<file path="src/rtl/mps_pkg.sv">
// Package for the multipath path selector: sizes, beat structs, register codes,
// FSM states and the saturating deadline add. No dependencies.
package mps_pkg;

  localparam int HOSTS = 4;
  localparam int PATHS = 4;
  localparam int CONNS = 1024;

  localparam int NCONN    = HOSTS * CONNS;
  localparam int ADDR_W   = $clog2(NCONN);
  localparam int PATH_W   = 2;
  localparam int HOST_W   = 2;
  localparam int CONN_W   = 10;
  localparam int LINK_W   = 4;
  localparam int TICK_W   = 32;
  localparam int QUOTA_W  = 16;
  localparam int CD_W     = 4;
  localparam int QUOTA_N  = 4;
  localparam int CFG_IDX_W = 4;

  localparam logic [CD_W-1:0] CD_LOAD = CD_W'((3 * PATHS) % (1 << CD_W));

  typedef logic [ADDR_W-1:0] conn_addr_t;

  typedef struct packed {
    logic              command;
    logic [HOST_W-1:0] host_index;
    logic [CONN_W-1:0] conn_index;
    logic [PATH_W-1:0] rx_path;
    logic              syn_flag;
    logic [LINK_W-1:0] links_up;
    logic [TICK_W-1:0] now_ticks;
  } in_item_t;

  typedef struct packed {
    logic              dropped;
    logic [PATH_W-1:0] chosen_path;
    logic              path_changed;
  } out_item_t;

  typedef struct packed {
    logic [QUOTA_W-1:0] quota_left;
    logic [CD_W-1:0]    countdown;
    logic [PATH_W-1:0]  path;
    logic [TICK_W-1:0]  burst_until;
    logic [TICK_W-1:0]  hold_until;
  } conn_entry_t;

  typedef struct packed {
    logic        we;
    conn_addr_t  addr;
    conn_entry_t data;
  } conn_wr_t;

  typedef struct packed {
    logic [QUOTA_N-1:0][QUOTA_W-1:0] quota;
    logic [TICK_W-1:0]               burst_ticks;
    logic [TICK_W-1:0]               hold_ticks;
    logic [TICK_W-1:0]               liveness_ticks;
    logic                            liveness_check;
  } cfg_t;

  typedef logic [PATHS-1:0][TICK_W-1:0] alive_row_t;

  typedef struct packed {
    out_item_t         res;
    logic              conn_we;
    conn_entry_t       entry;
    logic              alive_we;
    logic [TICK_W-1:0] alive_until;
  } decision_t;

  typedef enum logic [CFG_IDX_W-1:0] {
    CFG_QUOTA0 = 4'd0,
    CFG_QUOTA1 = 4'd1,
    CFG_QUOTA2 = 4'd2,
    CFG_QUOTA3 = 4'd3,
    CFG_BURST  = 4'd4,
    CFG_HOLD   = 4'd5,
    CFG_LIVE   = 4'd6,
    CFG_CHECK  = 4'd7
  } cfg_reg_e;

  typedef enum logic {
    ST_IDLE,
    ST_CALC
  } state_e;

  localparam logic CMD_SEND = 1'b0;
  localparam logic CMD_RECV = 1'b1;

  function automatic logic [TICK_W-1:0] sat_add(input logic [TICK_W-1:0] a,
                                                input logic [TICK_W-1:0] b);
    logic [TICK_W:0] s;
    s = {1'b0, a} + {1'b0, b};
    return s[TICK_W] ? '1 : s[TICK_W-1:0];
  endfunction

endpackage

</file>
<file path="src/rtl/mps_decide.sv">
// Path decision for one beat: keep test, rotating search, entry update and
// receive refresh. Purely combinational. Depends on mps_pkg.
module mps_decide (
  input  mps_pkg::in_item_t    item_i,
  input  mps_pkg::conn_entry_t entry_i,
  input  mps_pkg::cfg_t        cfg_i,
  input  mps_pkg::alive_row_t  alive_i,
  output mps_pkg::decision_t   dec_o
);

  always_comb begin
    logic [mps_pkg::PATHS-1:0]      usable;
    logic [mps_pkg::PATHS-1:0]      alive_ok;
    logic [mps_pkg::CD_W-1:0]       cd;
    logic [mps_pkg::QUOTA_W-1:0]    quota;
    logic [mps_pkg::PATH_W-1:0]     old;
    logic [mps_pkg::PATH_W-1:0]     sel;
    logic [mps_pkg::PATH_W:0]       cand;
    logic                           keep;
    logic                           found;
    logic [mps_pkg::TICK_W-1:0]     now;
    mps_pkg::conn_entry_t           nxt;

    now      = item_i.now_ticks;
    usable   = '0;
    alive_ok = '0;
    for (int p = 0; p < mps_pkg::PATHS; p++) begin
      alive_ok[p] = !cfg_i.liveness_check || (alive_i[p] >= now);
      usable[p]   = (cfg_i.quota[p] != '0) && item_i.links_up[p] && alive_ok[p];
    end

    dec_o             = '0;
    dec_o.res.dropped = 1'b1;
    dec_o.alive_until = mps_pkg::sat_add(now, cfg_i.liveness_ticks);

    cd    = item_i.syn_flag ? mps_pkg::CD_LOAD : entry_i.countdown;
    quota = entry_i.quota_left;
    if (cd != '0) begin
      cd    = cd - 1'b1;
      quota = '0;
    end
    old  = mps_pkg::PATH_W'(entry_i.path % mps_pkg::PATHS);
    keep = (quota != '0) && (entry_i.burst_until >= now) && (entry_i.hold_until >= now)
           && alive_ok[old] && item_i.links_up[old];

    // rotate starting after the current path, ending on it
    found = 1'b0;
    sel   = old;
    for (int i = 1; i <= mps_pkg::PATHS; i++) begin
      cand = {1'b0, old} + (mps_pkg::PATH_W+1)'(i);
      if (cand >= (mps_pkg::PATH_W+1)'(mps_pkg::PATHS)) begin
        cand = cand - (mps_pkg::PATH_W+1)'(mps_pkg::PATHS);
      end
      if (!found && usable[cand[mps_pkg::PATH_W-1:0]]) begin
        found = 1'b1;
        sel   = cand[mps_pkg::PATH_W-1:0];
      end
    end

    nxt            = entry_i;
    nxt.countdown  = cd;
    nxt.quota_left = quota;

    if (item_i.command == mps_pkg::CMD_RECV) begin
      if (32'(item_i.host_index) < mps_pkg::HOSTS &&
          32'(item_i.rx_path) < mps_pkg::PATHS) begin
        dec_o.alive_we        = 1'b1;
        dec_o.res.dropped     = 1'b0;
        dec_o.res.chosen_path = item_i.rx_path;
      end
    end else if (32'(item_i.host_index) < mps_pkg::HOSTS &&
                 32'(item_i.conn_index) < mps_pkg::CONNS) begin
      dec_o.conn_we = 1'b1;
      if (keep) begin
        nxt.quota_left        = quota - 1'b1;
        nxt.burst_until       = mps_pkg::sat_add(now, cfg_i.burst_ticks);
        dec_o.res.dropped     = 1'b0;
        dec_o.res.chosen_path = old;
      end else if (found) begin
        if (sel != old) begin
          nxt.path               = sel;
          nxt.quota_left         = cfg_i.quota[sel];
          nxt.hold_until         = mps_pkg::sat_add(now, cfg_i.hold_ticks);
          dec_o.res.path_changed = 1'b1;
        end
        nxt.burst_until       = mps_pkg::sat_add(now, cfg_i.burst_ticks);
        dec_o.res.dropped     = 1'b0;
        dec_o.res.chosen_path = sel;
      end
      // no usable path: only the SYN countdown and quota clear are written back
    end
    dec_o.entry = nxt;
  end

endmodule

</file>
<file path="config.mk">
export PLATFORM = sky130hd
export DESIGN_NAME = mps_decide
export DESIGN_NICKNAME = d
export VERILOG_FILES = /design/src/rtl/mps_pkg.sv /design/src/rtl/mps_decide.sv
export SDC_FILE = /design/constraint.sdc
export NUM_CORES = 1
export LEC_CHECK = 0
export BUFFER_PORTS_ARGS = -buffer_cell sky130_fd_sc_hd__buf_2
export CORE_AREA = 2 2 212 214
export DETAILED_ROUTE_END_ITERATION = 8
export DIE_AREA = 0 0 214 216
export SLEW_MARGIN = 15
export SYNTH_ARGS = -nofsm -noshare
export SYNTH_HDL_FRONTEND = slang
export SYNTH_SLANG_ARGS = --single-unit
</file>
<file path="constraint.sdc">
create_clock -name vclk -period 3.8
set_input_delay 0.19 -clock vclk [all_inputs]
set_output_delay 0.19 -clock vclk [all_outputs]
set_load 0.05 [all_outputs]
</file>
# After elaboration in Yosys (flattened, before gate mapping)
# Cells that the tools add are included.
# classes
addsub,13
mul,0
div_mod_pow,0
magnitude_cmp,16
n_eq_ne,1
shifts,0
mux,50
bitwise_logic,0
n_reduce_logical,29
# op_table
operator,count
$ge 32x32->1,6
$mux 32,6
$mux 66,2
$add 32x32->33,3
$mux 16,6
$reduce_bool 16->1,5
$bmux 16 s2,1
$mux 2,11
$lt 2x3->1 const B,6
$sub 16x1->16 const B,1
$logic_and 1x1->1,15
$mux 1,13
$bmux 1 s2,6
$ge 3x3->1 const B,4
$mux 4,3
$sub 2x1->2 const B,4
$add 2x2->3 const B,2
$mux 3,2
$logic_not 1->1,4
$logic_or 1x1->1,4
$reduce_bool 4->1,1
$sub 4x1->4 const B,1
$add 2x1->3 const B,1
$add 2x3->3 const B,1
$ne 2x2->1,1
# totals
register_bits,0
latchBits,0
ramBits,0
rom_bits,0
out_inout_bits,124
n_memories,0

# Depth between registers and ports, before layout
# logic_depth
depth_word,21
mapped_depth,16
ltp_nobuf,13

# Least setup slack after synthesis
# No wires, ideal clock.
# synth_timing
path_kind,input-to-output
startpoint,in item_i[36] in the netlist's numbering
endpoint,out dec_o[105] in the netlist's numbering
arrival_ps,4429
t_required_ps,3610
setup_slack_ps,-819
stages,15
cell_sequence,nand2b_1 -> ha_1 -> nor4b_1 -> clkbuf_1 -> clkbuf_1 -> clkbuf_1 -> nand2_1 -> ha_1 -> nand2_1 -> o211a_1 -> nand3_2 -> buf_2 -> o2bb2ai_2 -> o21ai_0 -> a211oi_1
# synth_lines
element,line,text
start: declaration,mps_decide.sv:4,"input mps_pkg::in_item_t item_i,"
end: declaration,mps_decide.sv:8,output mps_pkg::decision_t dec_o

==> impl_summary.log <==
[metrics] part of the total power dissipated in the clock network: 0%
[metrics] via-per-instance ratio: about 5.5
[metrics] via count of the first global-routing pass: 16,887
[metrics] Yosys top cell area share: 31.5%
[metrics] top cell type by total area after synthesis: sky130_fd_sc_hd__ha_1
[metrics] Die Span Y: 216 um
[metrics] final setup violation count: 72
[metrics] count of different cell masters after synthesis: 80
[metrics] met3 Use GR: approximately 4%
[metrics] wire length of the first global-routing pass: 103 mm
[metrics] result of the run: finished with violations
[metrics] worst setup margin: -220 ps
[metrics] area taken by flip-flops and latches: 0 sq um
[metrics] final number of hold-violating endpoints: 0
[metrics] antenna violations before repair: 22
[metrics] worst-case headroom to the max-slew limit: 54.0%
[metrics] Final Util: 47.3%
[metrics] Die X: 214 um
[metrics] commonest cells after routing, fill and taps aside: sky130_fd_sc_hd__buf_2, sky130_fd_sc_hd__buf_4, sky130_fd_sc_hd__ha_1
[metrics] gp weighted congestion: 1.03
[metrics] footprint of the multi-input gates: 12,700 sq um
[metrics] kind of cell adding the most delay to the critical path: buffers and inverters
[metrics] top cells by area, synth: sky130_fd_sc_hd__ha_1, sky130_fd_sc_hd__a21oi_1, sky130_fd_sc_hd__o21ai_0
[metrics] RSZ-0062 raised after global routing: true
[metrics] CP required: around 3600 ps
[metrics] largest net degree at the start of global routing: 29
[metrics] total number of cells along the worst setup path: 21
[metrics] leading cell type in the layout, fill and taps excluded: sky130_fd_sc_hd__buf_2
[metrics] detailed router's first-iteration violation count: 1,047
[metrics] count of buffers inserted at the top-level ports: 539
[metrics] GR Layer Usage met2: between 40% and 50%
[metrics] power density over the cells: 214 nW/um^2
[metrics] summed negative setup slack over all endpoints: -8410 ps
[metrics] placed wire-length estimate after detailed placement: roughly 60 mm
[metrics] cell-by-cell trace of the critical path: buf_8 > inv_6 > buf_12 > ha_4 > nand4_1 > buf_4 > nor4_4 > buf_4 > o2111ai_4 > a21oi_2 > o211ai_1 > buf_4 > o211ai_1 > buf_4 > o31a_4 > buf_12 > mux2i_1 > buf_4 > mux2i_4 > a221o_1 > buf_12
[metrics] worst hold path depth: 4
[metrics] upper clock frequency limit: 249 MHz
[metrics] type of the setup path with the least slack: in -> out
[metrics] # Max-Cap Violations: 0
[metrics] number of pins exceeding their max-slew limit in the final report: 0
[metrics] class of the most critical hold timing path: in -> out
[metrics] maximum net fanout on the critical path: 6
[metrics] final-layout fill cell count: 4,371
[metrics] global routing usage on met1: between 30% and 40%
[metrics] most frequent cell on the critical path: sky130_fd_sc_hd__buf_4
[metrics] crit path buf inv count: 10
[metrics] violations in the final reports: negative setup slack
[metrics] Syn-to-layout area delta: 80.4%
[metrics] arrival time of the worst setup path: 3830 ps
[metrics] most used routing layer in global routing: met2
[metrics] total overflow reported by the global router: 0
[metrics] wire per inst: 24.5 um
[metrics] DRC viols: 0
[metrics] Critical-path top delay cell: sky130_fd_sc_hd__a221o_1
[metrics] Worst path max stage delay: 440 ps
[metrics] final critical delay including setup and external delays: approximately 4000 ps
[metrics] row count: 77
[metrics] number of clock buffer instances in the layout: 0
[metrics] cell-internal power: 1900 uW
[metrics] length of the first detailed-routing pass in iterations: 7
[metrics] maximum vdd ir drop: 0.177 mV
[metrics] Leak: 0.00997 uW
[metrics] Post-Synthesis Net Count: between 2,000 and 2,500
[metrics] Startpoint Class: primary input
[metrics] antenna violation net count after detailed routing: 0
[metrics] vias post-DR: 16,665
[metrics] Post-Route WL: 74.0 mm
[metrics] layout cell share with drive strength beyond 1: approximately 47%
[metrics] critical path capture point type: primary output
[metrics] cell count after synthesis: 1,564
[metrics] combinational cell fraction of total power: 100.0%
[metrics] switching portion of total power: 57.2%
[metrics] total core area: ~44,000 sq um
[metrics] Post-layout nets: roughly 3,100
[metrics] starting density of the core: 26.2%
[metrics] mean area per synthesized cell: 7.35 sq um
[metrics] Cell Area, Synth: 11,500 sq um
[metrics] slew at the pin closest to its max-slew limit: 680 ps
[metrics] switching power total: 2540 uW
[metrics] io pins: 551
[metrics] sequential cell fraction of total power: 0%
[metrics] sequential area share after synthesis: 0%
[metrics] overall track demand over capacity in global routing: 29.4%
[metrics] share of the clock period used by the worst path after layout: 106%
[metrics] die area: roughly 46,000 sq um
[metrics] count of flip-flops and latches: 0
[metrics] synth warn: 0
-- per-layer routing --
| layer | part of all wire [%] | vias up |
|---|---|---|
| li1 | - | 7799 |
| met1 | 43 | 7961 |
| met3 | 6.0 | 180 |
| met4 | 5.0 | 6 |
| met2 | 46 | 719 |
| met5 | 0.042 | - |
-- per-stage QoR --
stage | instances | area [sq um] | hold WS (ps) | power [uW] | setup WS [ps]
final | 3022 | 20700 | 797 | 4440 | -220
after global routing | 3022 | 20700 | 815 | 4680 | -348
after CTS | 2973 | 19600 | 800 | 4160 | -154
after detailed placement | 2899 | 17100 | 823 | 3550 | -819
after global placement | 2899 | 17100 | 810 | 3530 | -938
after floorplan | 1564 | 11600 | 547 | 2140 | -60.1
-- logic make-up after synthesis --
group / after synthesis / share of synthesized area [%]
AOI/OAI and AO/OA: 584 / 33.9
buffers and inverters: 126 / 4.84
muxes: 51 / 4.66
and+or+nand+nor: 440 / 19.2
adders and majority gates: 293 / 32.1
xor gates and xnor gates: 70 / 5.33
-- Yosys cell counts (6+ instances only) --
cell,count
sky130_fd_sc_hd__o31ai_1,14
sky130_fd_sc_hd__or2_2,7
sky130_fd_sc_hd__a311oi_1,6
sky130_fd_sc_hd__buf_2,10
sky130_fd_sc_hd__a221oi_1,8
sky130_fd_sc_hd__ha_1,290
sky130_fd_sc_hd__inv_1,87
sky130_fd_sc_hd__nor3_1,33
sky130_fd_sc_hd__o21a_1,34
sky130_fd_sc_hd__nand2_1,104
sky130_fd_sc_hd__o2111ai_1,6
sky130_fd_sc_hd__and2_1,7
sky130_fd_sc_hd__nor4_1,30
sky130_fd_sc_hd__and3_1,12
sky130_fd_sc_hd__buf_6,8
sky130_fd_sc_hd__xnor2_1,39
sky130_fd_sc_hd__or3_1,14
sky130_fd_sc_hd__nand4_1,37
sky130_fd_sc_hd__o211ai_1,18
sky130_fd_sc_hd__a211oi_1,30
sky130_fd_sc_hd__o21bai_1,6
sky130_fd_sc_hd__and4_1,7
sky130_fd_sc_hd__a21o_1,64
sky130_fd_sc_hd__a2111oi_0,7
sky130_fd_sc_hd__a211o_1,13
sky130_fd_sc_hd__mux2_2,10
sky130_fd_sc_hd__o21ai_0,107
sky130_fd_sc_hd__o31a_1,9
sky130_fd_sc_hd__nand2b_1,18
sky130_fd_sc_hd__clkbuf_1,14
sky130_fd_sc_hd__a31oi_1,15
sky130_fd_sc_hd__nor2b_1,12
sky130_fd_sc_hd__a21oi_1,160
sky130_fd_sc_hd__mux2i_1,40
sky130_fd_sc_hd__xor2_1,31
sky130_fd_sc_hd__nor2_1,113
sky130_fd_sc_hd__nand3_1,29
sky130_fd_sc_hd__o22a_1,31
-- cell type report --
class,instances,share of cell area [%]
diodes,19,0.229
well taps,592,3.57
multi-input cells,1438,61.3
repair buffers,884,32.9
inverters,89,2.00
-- worst paths after layout --
kind / startpoint / to / slack (ps)
min: entry_i[0] / dec_o[33] / 800
max: item_i[29] / dec_o[111] / -220
-- worst min-delay path: stages --
cell and delay (ps):
sky130_fd_sc_hd__buf_2 100, sky130_fd_sc_hd__inv_1 80, sky130_fd_sc_hd__a22oi_2 90, sky130_fd_sc_hd__buf_6 150
-- timing repair --
item                                    in CTS  in global routing
gates resized for setup                    383                221
buffers inserted                            65                 45
gates cloned                                12                  1
endpoints found under the setup margin     118                117
hold buffers                                 0                  0
pin swaps                                   75                 72
-- power by group through the flow --
stage / combinational, uW / sequential, uW / clock, uW
after floorplan: 2140 / 0 / 0
after global placement: 3530 / 0 / 0
after detailed placement: 3550 / 0 / 0
after CTS: 4160 / 0 / 0
after global routing: 4680 / 0 / 0.000670
final: 4440 / 0 / 0.000671
Power figures use the tool's default switching activity.
